### config.mk
export PLATFORM = sky130hd
export DESIGN_NAME = pwpt_back
export DESIGN_NICKNAME = d
export VERILOG_FILES = /design/src/rtl/pwpt_pkg.sv /design/src/rtl/pwpt_back.sv
export SDC_FILE = /design/constraint.sdc
export NUM_CORES = 2
export LEC_CHECK = 0
export BUFFER_PORTS_ARGS = -buffer_cell sky130_fd_sc_hd__buf_2
export CELL_PAD_IN_SITES_DETAIL_PLACEMENT = 0
export CELL_PAD_IN_SITES_GLOBAL_PLACEMENT = 2
export CORE_MARGIN = 5
export CORE_UTILIZATION = 35
export DETAILED_ROUTE_END_ITERATION = 7
export GPL_ROUTABILITY_DRIVEN = 1
export PLACE_DENSITY = 0.8
export SYNTH_ARGS = -nofsm -noshare
export SYNTH_HDL_FRONTEND = slang
export SYNTH_SLANG_ARGS = --single-unit
### constraint.sdc
create_clock -name clk_i -period 30.9 [get_ports clk_i]
set_clock_uncertainty 0.2 [all_clocks]
set_input_delay 1.545 -clock clk_i [delete_from_list [all_inputs] [get_ports clk_i]]
set_output_delay 1.545 -clock clk_i [all_outputs]
set_load 0.02 [all_outputs]
### src/rtl/pwpt_pkg.sv
// ----------------------------------------------------------------------------
// pwpt_pkg: shared types and constants of the polygon winding point test
// Holds the verdict codes, the parser phases and the records that pass
// between the byte parser and the geometry unit.
// ----------------------------------------------------------------------------
package pwpt_pkg;

  localparam int unsigned MAX_VERTICES_DEF = 1000000;
  localparam int unsigned CoordW = 32;
  localparam int unsigned VerdictW = 3;

  localparam logic [VerdictW-1:0] V_OUTSIDE = 3'd0;
  localparam logic [VerdictW-1:0] V_IN_ZONE = 3'd1;
  localparam logic [VerdictW-1:0] V_EXCLUDED = 3'd2;
  localparam logic [VerdictW-1:0] V_ON_VERTEX = 3'd3;
  localparam logic [VerdictW-1:0] V_ON_SEGMENT = 3'd4;
  localparam logic [VerdictW-1:0] V_PARSE_ERROR = 3'd5;

  // Register indexes of the configuration port.
  localparam logic REG_TARGET_LAT = 1'b0;
  localparam logic REG_TARGET_LON = 1'b1;

  typedef enum logic [1:0] {
    PH_COUNT = 2'd0,
    PH_LAT   = 2'd1,
    PH_LON   = 2'd2,
    PH_BAD   = 2'd3
  } phase_e;

  // One geometry command: visit a point, optionally the closing point after it,
  // and optionally produce the final winding verdict.
  typedef struct packed {
    logic [CoordW-1:0] lat;
    logic [CoordW-1:0] lon;
    logic              has_prev;
    logic              close;
    logic [CoordW-1:0] clat;
    logic [CoordW-1:0] clon;
    logic              finish;
  } cmd_t;

  typedef struct packed {
    logic                valid;
    logic                hit;
    logic [VerdictW-1:0] verdict;
  } resp_t;

  typedef struct packed {
    logic busy;
    logic decided;
  } front_stat_t;

endpackage

### src/rtl/pwpt_back.sv
// ----------------------------------------------------------------------------
// pwpt_back: quadrant and winding unit
// Visits points against the target, keeps the winding sum and resolves
// diagonal quadrant jumps with a shared shift-add multiplier.
// ----------------------------------------------------------------------------
module pwpt_back (
  input  logic                        clk_i,
  input  logic                        rst_ni,
  input  logic [pwpt_pkg::CoordW-1:0] target_lat_i,
  input  logic [pwpt_pkg::CoordW-1:0] target_lon_i,
  input  logic                        cmd_avail_i,
  input  pwpt_pkg::cmd_t              cmd_i,
  output logic                        cmd_pop_o,
  output pwpt_pkg::resp_t             resp_o
);
  import pwpt_pkg::*;

  typedef enum logic [4:0] {
    B_IDLE  = 5'b00001,
    B_VISIT = 5'b00010,
    B_MUL   = 5'b00100,
    B_DIAG  = 5'b01000,
    B_NEXT  = 5'b10000
  } bstate_e;

  bstate_e            st_q, st_d;
  cmd_t               cmd_q, cmd_d;
  logic               second_q, second_d;
  logic [CoordW-1:0]  prev_lat_q, prev_lat_d, prev_lon_q, prev_lon_d;
  logic [1:0]         prevq_q, prevq_d, newq_q, newq_d;
  logic [CoordW-1:0]  wsum_q, wsum_d;
  logic               nn_q, nn_d;
  logic signed [32:0] c_q, c_d;
  logic [32:0]        md_q, md_d;
  logic [1:0]         idx_q, idx_d;
  logic [5:0]         cnt_q, cnt_d;
  logic [67:0]        macc_q, macc_d, ma_q, ma_d, macc_nx;
  logic [33:0]        mb_q, mb_d;
  logic [67:0]        prod_q [4];
  logic [67:0]        prod_d [4];
  resp_t              resp_q, resp_d;

  logic [CoordW-1:0]  tn, cur_lat, cur_lon;
  logic               has_prev, hit, q_adj_up, q_adj_dn, less, eq;
  logic [1:0]         q;
  logic signed [33:0] cp1, c0, cm1, e_s, dlat_s, dlon_s;
  logic [33:0]        op_a;
  logic signed [1:0]  s_m1, s_0, s_p1;

  function automatic logic [33:0] mag34(input logic signed [33:0] x);
    mag34 = x[33] ? (34'd0 - x) : x;
  endfunction

  // Sign of a signed sum given as two sign/magnitude terms.
  function automatic logic signed [1:0] sum_sign(input logic na, input logic [67:0] ma,
                                                 input logic nb, input logic [67:0] mb);
    logic signed [1:0] r;
    if (ma == '0 && mb == '0) r = 2'sd0;
    else if (ma == '0) r = nb ? -2'sd1 : 2'sd1;
    else if (mb == '0) r = na ? -2'sd1 : 2'sd1;
    else if (na == nb) r = na ? -2'sd1 : 2'sd1;
    else if (ma == mb) r = 2'sd0;
    else if (ma > mb) r = na ? -2'sd1 : 2'sd1;
    else r = nb ? -2'sd1 : 2'sd1;
    return r;
  endfunction

  function automatic logic [VerdictW-1:0] final_verdict(input logic [CoordW-1:0] w);
    if (w == 32'hFFFF_FFFC) final_verdict = V_IN_ZONE;
    else if (w == 32'd4) final_verdict = V_EXCLUDED;
    else if (w == 32'd0) final_verdict = V_OUTSIDE;
    else final_verdict = V_ON_SEGMENT;
  endfunction

  assign tn       = target_lon_i - 32'd3;
  assign cur_lat  = second_q ? cmd_q.clat : cmd_q.lat;
  assign cur_lon  = second_q ? cmd_q.clon : cmd_q.lon;
  assign has_prev = second_q || cmd_q.has_prev;
  assign hit      = (cur_lat == target_lat_i) && (cur_lon == tn);
  assign q = ($signed(cur_lat) >= $signed(target_lat_i))
             ? (($signed(cur_lon) >= $signed(tn)) ? 2'd0 : 2'd1)
             : (($signed(cur_lon) >= $signed(tn)) ? 2'd3 : 2'd2);
  assign q_adj_up = (q == prevq_q + 2'd1);
  assign q_adj_dn = (q + 2'd1 == prevq_q);

  assign e_s    = {{2{target_lat_i[31]}}, target_lat_i} - {{2{cur_lat[31]}}, cur_lat};
  assign dlat_s = {{2{cur_lat[31]}}, cur_lat} - {{2{prev_lat_q[31]}}, prev_lat_q};
  assign dlon_s = {{2{cur_lon[31]}}, cur_lon} - {{2{prev_lon_q[31]}}, prev_lon_q};

  assign c0  = {c_q[32], c_q};
  assign cp1 = c0 + 34'sd1;
  assign cm1 = c0 - 34'sd1;

  // Multiplicand of the pass that follows the one now finishing.
  always_comb begin
    case (idx_q)
      2'd0:    op_a = mag34(cp1);
      2'd1:    op_a = mag34(c0);
      default: op_a = mag34(cm1);
    endcase
  end

  assign macc_nx = mb_q[0] ? (macc_q + ma_q) : macc_q;

  assign s_m1 = sum_sign(cp1[33], prod_q[1], nn_q, prod_q[0]);
  assign s_0  = sum_sign(c0[33], prod_q[2], nn_q, prod_q[0]);
  assign s_p1 = sum_sign(cm1[33], prod_q[3], nn_q, prod_q[0]);

  always_comb begin
    if (!tn[31] && tn != '0) begin
      eq   = (s_0 >= 2'sd0) && (s_p1 < 2'sd0);
      less = (s_0 < 2'sd0);
    end else if (tn == '0) begin
      eq   = (s_m1 > 2'sd0) && (s_p1 < 2'sd0);
      less = (s_m1 <= 2'sd0);
    end else begin
      eq   = (s_m1 > 2'sd0) && (s_0 <= 2'sd0);
      less = (s_m1 <= 2'sd0);
    end
  end

  assign cmd_pop_o = (st_q == B_IDLE) && cmd_avail_i;
  assign resp_o    = resp_q;

  always_comb begin
    st_d       = st_q;
    cmd_d      = cmd_q;
    second_d   = second_q;
    prev_lat_d = prev_lat_q;
    prev_lon_d = prev_lon_q;
    prevq_d    = prevq_q;
    newq_d     = newq_q;
    wsum_d     = wsum_q;
    nn_d       = nn_q;
    c_d        = c_q;
    md_d       = md_q;
    idx_d      = idx_q;
    cnt_d      = cnt_q;
    macc_d     = macc_q;
    ma_d       = ma_q;
    mb_d       = mb_q;
    prod_d     = prod_q;
    resp_d     = '0;
    case (st_q)
      B_IDLE: begin
        if (cmd_avail_i) begin
          cmd_d    = cmd_i;
          second_d = 1'b0;
          st_d     = B_VISIT;
        end
      end
      B_VISIT: begin
        if (hit) begin
          resp_d = '{valid: 1'b1, hit: 1'b1, verdict: V_ON_VERTEX};
          st_d   = B_IDLE;
        end else if (!has_prev || q == prevq_q) begin
          if (!has_prev) wsum_d = '0;
          prev_lat_d = cur_lat;
          prev_lon_d = cur_lon;
          prevq_d    = q;
          st_d       = B_NEXT;
        end else if (q_adj_up || q_adj_dn) begin
          wsum_d     = q_adj_up ? (wsum_q + 32'd1) : (wsum_q - 32'd1);
          prev_lat_d = cur_lat;
          prev_lon_d = cur_lon;
          prevq_d    = q;
          st_d       = B_NEXT;
        end else if (cur_lon == prev_lon_q || cur_lat == prev_lat_q) begin
          resp_d = '{valid: 1'b1, hit: 1'b1, verdict: V_ON_SEGMENT};
          st_d   = B_IDLE;
        end else begin
          // Diagonal jump: prepare operands for the exact crossing test.
          newq_d = q;
          nn_d   = (e_s[33] != dlon_s[33]) ^ dlat_s[33];
          md_d   = 33'(mag34(dlat_s));
          c_d    = {cur_lon[31], cur_lon} - {tn[31], tn};
          idx_d  = 2'd0;
          cnt_d  = '0;
          macc_d = '0;
          ma_d   = {34'd0, mag34(e_s)};
          mb_d   = mag34(dlon_s);
          st_d   = B_MUL;
        end
      end
      B_MUL: begin
        macc_d = macc_nx;
        ma_d   = ma_q << 1;
        mb_d   = mb_q >> 1;
        cnt_d  = cnt_q + 6'd1;
        if (cnt_q == 6'd33) begin
          prod_d[idx_q] = macc_nx;
          if (idx_q == 2'd3) begin
            st_d = B_DIAG;
          end else begin
            idx_d  = idx_q + 2'd1;
            cnt_d  = '0;
            macc_d = '0;
            ma_d   = {34'd0, op_a};
            mb_d   = {1'b0, md_q};
          end
        end
      end
      B_DIAG: begin
        if (eq) begin
          resp_d = '{valid: 1'b1, hit: 1'b1, verdict: V_ON_SEGMENT};
          st_d   = B_IDLE;
        end else begin
          wsum_d     = ((newq_q >= 2'd2) == less) ? (wsum_q + 32'd2) : (wsum_q - 32'd2);
          prev_lat_d = cur_lat;
          prev_lon_d = cur_lon;
          prevq_d    = newq_q;
          st_d       = B_NEXT;
        end
      end
      B_NEXT: begin
        if (!second_q && cmd_q.close) begin
          second_d = 1'b1;
          st_d     = B_VISIT;
        end else begin
          resp_d = '{valid: 1'b1, hit: cmd_q.finish, verdict: final_verdict(wsum_q)};
          st_d   = B_IDLE;
        end
      end
      default: st_d = B_IDLE;
    endcase
  end

  always_ff @(posedge clk_i) begin
    cmd_q      <= cmd_d;
    newq_q     <= newq_d;
    nn_q       <= nn_d;
    c_q        <= c_d;
    md_q       <= md_d;
    idx_q      <= idx_d;
    cnt_q      <= cnt_d;
    macc_q     <= macc_d;
    ma_q       <= ma_d;
    mb_q       <= mb_d;
    prod_q     <= prod_d;
    prev_lat_q <= prev_lat_d;
    prev_lon_q <= prev_lon_d;
  end

  always_ff @(posedge clk_i or negedge rst_ni) begin
    if (!rst_ni) begin
      st_q     <= B_IDLE;
      second_q <= 1'b0;
      prevq_q  <= 2'd0;
      wsum_q   <= '0;
      resp_q   <= '0;
    end else begin
      st_q     <= st_d;
      second_q <= second_d;
      prevq_q  <= prevq_d;
      wsum_q   <= wsum_d;
      resp_q   <= resp_d;
    end
  end

endmodule

# Yosys cells after proc, flatten, opt, wreduce, memory -nomap -nowiden
# Index checks and enable logic that the tools add are counted.
# classes
reduce_logical	38
order_cmp	14
eq_ne	37
addsub	22
n_mux	122
n_bitwise	6
# ops
cell	n
68-bit two-way mux	14
32-bit two-way mux	17
34-bit two-way mux	9
272-bit bitwise mux	1
68-bit zero test	4
68-bit one-hot mux with 2 select lines	2
68-bit equality test	3
68-bit greater-than comparator	3
32-bit one-hot mux with 2 select lines	3
68-bit demux with 2-bit select	1
34-bit one-hot mux with 2 select lines	2
32-bit by 32-bit subtractor with 33-bit output	4
32-bit equality test	4
1-bit by 33-bit subtractor with 34-bit output, first input constant	3
33-bit two-way mux	3
68-bit adder	1
2-bit two-way mux	34
1-bit by 34-bit subtractor with 34-bit output, first input constant	2
5-bit two-way mux	13
32-bit >= comparator	2
32-bit zero test	2
32-bit by 2-bit subtractor with 32-bit output, second input constant	2
6-bit two-way mux	6
33-bit by 2-bit adder with 34-bit output, second input constant	1
other kinds (50)	103
# word_totals
ff_bits	759
inputBits	198
out_inout_bits	6

# Longest topological paths before layout
# depth
ltp_word	14
depth_mapped	31
ltp_nobuf	30

# Worst setup path after synthesis
# Ideal clock, no wire load.
# synth_path
path_kind	input to output
start	input port cmd_avail_i
end	output port cmd_pop_o
arrival_ns	10.831
slack_ns	18.324
t_required_ns	29.155
stages	2
path_buffers	0
path_cell_list	nand2_1 nor3_1
# synth_via
elab_chain_len	1
# synth_rtl
element	line_no	rtl
start, declared	pwpt_back.sv:11	input logic cmd_avail_i,
1-bit logical AND	pwpt_back.sv:122	assign cmd_pop_o = (st_q == B_IDLE) && cmd_avail_i;
end, declared	pwpt_back.sv:13	output logic cmd_pop_o,
# No other way between the ends.

# Final worst setup path
# layout_path
start	input port target_lon_i[0] (netlist bit)
end	register wsum_q[28]
# layout_via
elab_chain_len	10
elab_cells_between_ends	33
classes_between	add/sub (2); order compare (1); eq/ne (9); mux (13); reduce/logical (8)
# layout_rtl
element	line_no	rtl
start, declared	pwpt_back.sv:10	input logic [pwpt_pkg::CoordW-1:0] target_lon_i,
32-bit by 2-bit subtractor with 32-bit output *	pwpt_back.sv:75	assign tn = target_lon_i - 32'd3;
parallel branches: the longest is 9 deep, another holds 32-bit >= comparator	n/a	
end signal, assigned	pwpt_back.sv:255	wsum_q <= wsum_d;
end, declared	pwpt_back.sv:31	logic [CoordW-1:0] wsum_q, wsum_d;
# Mark *: on every way between the ends. The select of a mux whose other input is x is not followed.
# A chain may end at the register's enable or synchronous reset.

==> impl_metrics.ini <==
[run]
drv_cap = 0

[drt]
wirelength_mm = 166.5
drtIter0Drc = 3100
drtPass1Iterations = 6
post-route-drc-count = 0
vias = 41888
ant_nets = 0
wire_per_inst_um = 21.90
avgViaCountPerCell = 5.511

[cts]
clk_latency_ns = 0.72
post_cts_resized = 0
htreeDepth = 3
postCtsHoldBufs = 0
cts_setup_buffers = 0
cts_buffer_depth = 3
clkSinkCount = 759
clockRootBuffer = clkbuf_16
cts_buffers = 93
clk_pin_slew_ns = 0.05
cts_tree = yes

[logic_synthesis]
syn_nets = 6015
synth-main-ff-cell = edfxtp_1
synth.area.top_cells = edfxtp_1 40%, ha_1 11%, xnor2_1 5.4%
ys_ff_latch = 759
synth.top_cell.area_share = 0.4004
synth.avg_cell_area_um2 = 10.04
synth_common_cells = 714 x edfxtp_1, 475 x ha_1, 414 x a21oi_1
yosys.area.top_type = edfxtp_1
yosysUniqueCellTypes = 104
yosysMostFrequentCell = edfxtp_1
async_flop_share = 0.05929
synth-edff-count = 714
netlist_instances = 5335
yosysSeqAreaShare = 0.4214
ys_warn_count = 0
synthesis.area_um2 = 53550

[sta]
tightest_slew_ns = 1.191
relSlewSlack = 0.1906
setup_viol = 0
fmax_mhz = 104.3
drv_slew = 0
fin_crit_ns = 9.589
fin_crit_sh = 0.3103
final_hold_viol_count = 0
rsz0062_at_grt = false
tns_ns = 0

[pwr]
switching_share = 0.3839
power_frac_comb = 0.431
worst_ir_drop_vdd_v = 0.00005116
internal_power_w = 0.002742
powerDensity_nw_per_um2 = 74.17
p_seq_frac = 0.309
power_leakage_nw = 23.04
clockPowerShare = 0.260
net-switching-power_w = 0.001709

[hold_path]
holdCritPathClass = reg2reg

[cells_and_area]
syn_to_final_growth_pct = 12.07
drive_gt1_frac = 0.1060
fin_area_um2 = 60010
nets = 6166
fillCellCount = 15043

[global_routing]
grt_max_degree = 77
gr-usage-all-layers = 0.1993
grt_pass1_vias = 40409
grt_pass1_wl_mm = 250.4
antenna_found_initial = 8
overflow = 0

[setup_path]
cp_data_required_time_ns = 31.28
critical_path_class = in2reg
cp_data_arrival_time_ns = 9.97
crit_path_max_fanout = 31
cpPeakStageDelay_ns = 1.00
critPathLaunchType = input pin
end_kind = register
crit_slowest_cell = o41ai_1

[run_status]
status = finished clean

[placed_design]
detailed_place_hpwl_mm = 128.7
port_buffers = 203
place_area_um2 = 56760
gp_congestion = 0.8843

[die]
die_x_um = 401.2
rows = 143
die_h_um = 401.2
pin_count = 204
die_area_um2 = 160900
initial_core_util = 0.3521
core-area_um2 = 152100
[worst max-delay path: cells and delay by family]
| kind | cells | cell delay (ns) |
|---|---|---|
| AO/OA/AOI/OAI | 11 | 3.61 |
| XOR/XNOR | 3 | 0.56 |
| adder cells (fa/ha/maj) | 2 | 0.55 |
| buffers and inverters | 2 | 0.52 |
| multiplexers | 2 | 1.11 |
| AND/OR/NAND/NOR | 6 | 2.05 |
[power by group through the flow]
stage / Clock [W] / Sequential (W) / Combinational, W
6_report: 0.00116 / 0.00138 / 0.00192
5_1_grt: 0.00123 / 0.00139 / 0.00211
4_1_cts: 0.00119 / 0.00138 / 0.00192
3_5_place_dp: 0 / 0.00140 / 0.00191
3_3_place_gp: 0 / 0.00140 / 0.00190
2_1_floorplan: 0 / 0.00139 / 0.00141
[sequential cells by signal (all words and copies together), names as in the netlist, 5 cells and up]
signal,cells
prod_q,272
cmd_q,131
ma_q,68
macc_q,68
mb_q,34
c_q,33
md_q,33
prev_lat_q,32
prev_lon_q,32
wsum_q,32
cnt_q,6
resp_o,5
st_q,5
[layer usage]
layer	vias up	global-route usage	wire, um
li1	20340	-	-
met1	20290	0.2735	75230
met4	0	0.05470	4860
met3	200	0.02594	8811
met5	-	0	0
met2	1058	0.3318	77570
[through the flow]
| step | utilization | total power (W) | cells | hold slack (ns) | setup slack, ns |
|---|---|---|---|---|---|
| floorplan | - | 0.002795 | 5335 | 0.2546 | 18.32 |
| global placement | 0.3732 | 0.003296 | 7421 | 0.3426 | 20.56 |
| detailed placement | 0.3732 | 0.003309 | 7421 | 0.3377 | 20.54 |
| CTS | 0.3945 | 0.004487 | 7595 | 0.3479 | 21.28 |
| global route | 0.3945 | 0.004725 | 7595 | 0.3697 | 20.82 |
| finish | 0.3946 | 0.004451 | 7601 | 0.3398 | 21.31 |
[cell type report]
cell class,instances,area [um2],area share
multi-input cells,4113,29300,0.4883
flip-flops and latches,759,22570,0.3761
well taps,2030,2540,0.04232
clock buffers,102,2382,0.03970
repair buffers,242,1309,0.02181
inverters,277,1040,0.01733
clock inverters,72,850.8,0.01418
diodes,6,15.01,0.0002502
[cells by family (layout without fill, tap and decap cells)]
group | after synthesis | in the layout | synth area share
and+or+nand+nor | 1654 | 1654 | 0.1601
AOI/OAI and AO/OA | 1334 | 1334 | 0.1600
DFF | 759 | 759 | 0.4214
adders and majority gates | 483 | 483 | 0.1138
xor gates and xnor gates | 482 | 482 | 0.07897
buffers and inverters | 463 | 693 | 0.03332
muxes | 159 | 159 | 0.03224
other | 1 | 7 | 0.00007003
[final timing paths]
path / slack [ns] / endpoint / from / cells after the start
hold / removal: 0.34 / wsum_q[31]$_DFFE_PN0P_ / wsum_q[31]$_DFFE_PN0P_ / 1
hold reg to reg: 0.34 / wsum_q[31]$_DFFE_PN0P_ / wsum_q[31]$_DFFE_PN0P_ / 1
setup reg to reg: 22.23 / wsum_q[28]$_DFFE_PN0P_ / prod_q[262]$_DFFE_PP_ / 26
min in group asynchronous: 0.77 / wsum_q[13]$_DFFE_PN0P_ / rst_ni / 2
max in group asynchronous: 29.22 / second_q$_DFFE_PN0P_ / rst_ni / 2
setup / recovery: 21.31 / wsum_q[28]$_DFFE_PN0P_ / target_lon_i[0] / 26
[cell usage in the layout (no fill, tap or decap), types with 94 or more instances in the layout]
cell type | Yosys | routed
xor2_1 | 149 | 149
edfxtp_1 | 714 | 714
inv_1 | 276 | 275
nor2_1 | 320 | 318
clkbuf_16 | 0 | 94
and3_1 | 106 | 102
nand3_1 | 135 | 135
xnor2_1 | 332 | 332
nor4_1 | 111 | 111
a21oi_1 | 414 | 414
nand2_1 | 408 | 407
buf_2 | 19 | 203
o21ai_0 | 260 | 260
ha_1 | 475 | 475
a21o_1 | 166 | 165
nand4_1 | 101 | 101
and2_1 | 94 | 94
No activity file was read; power rests on OpenSTA's default activity.
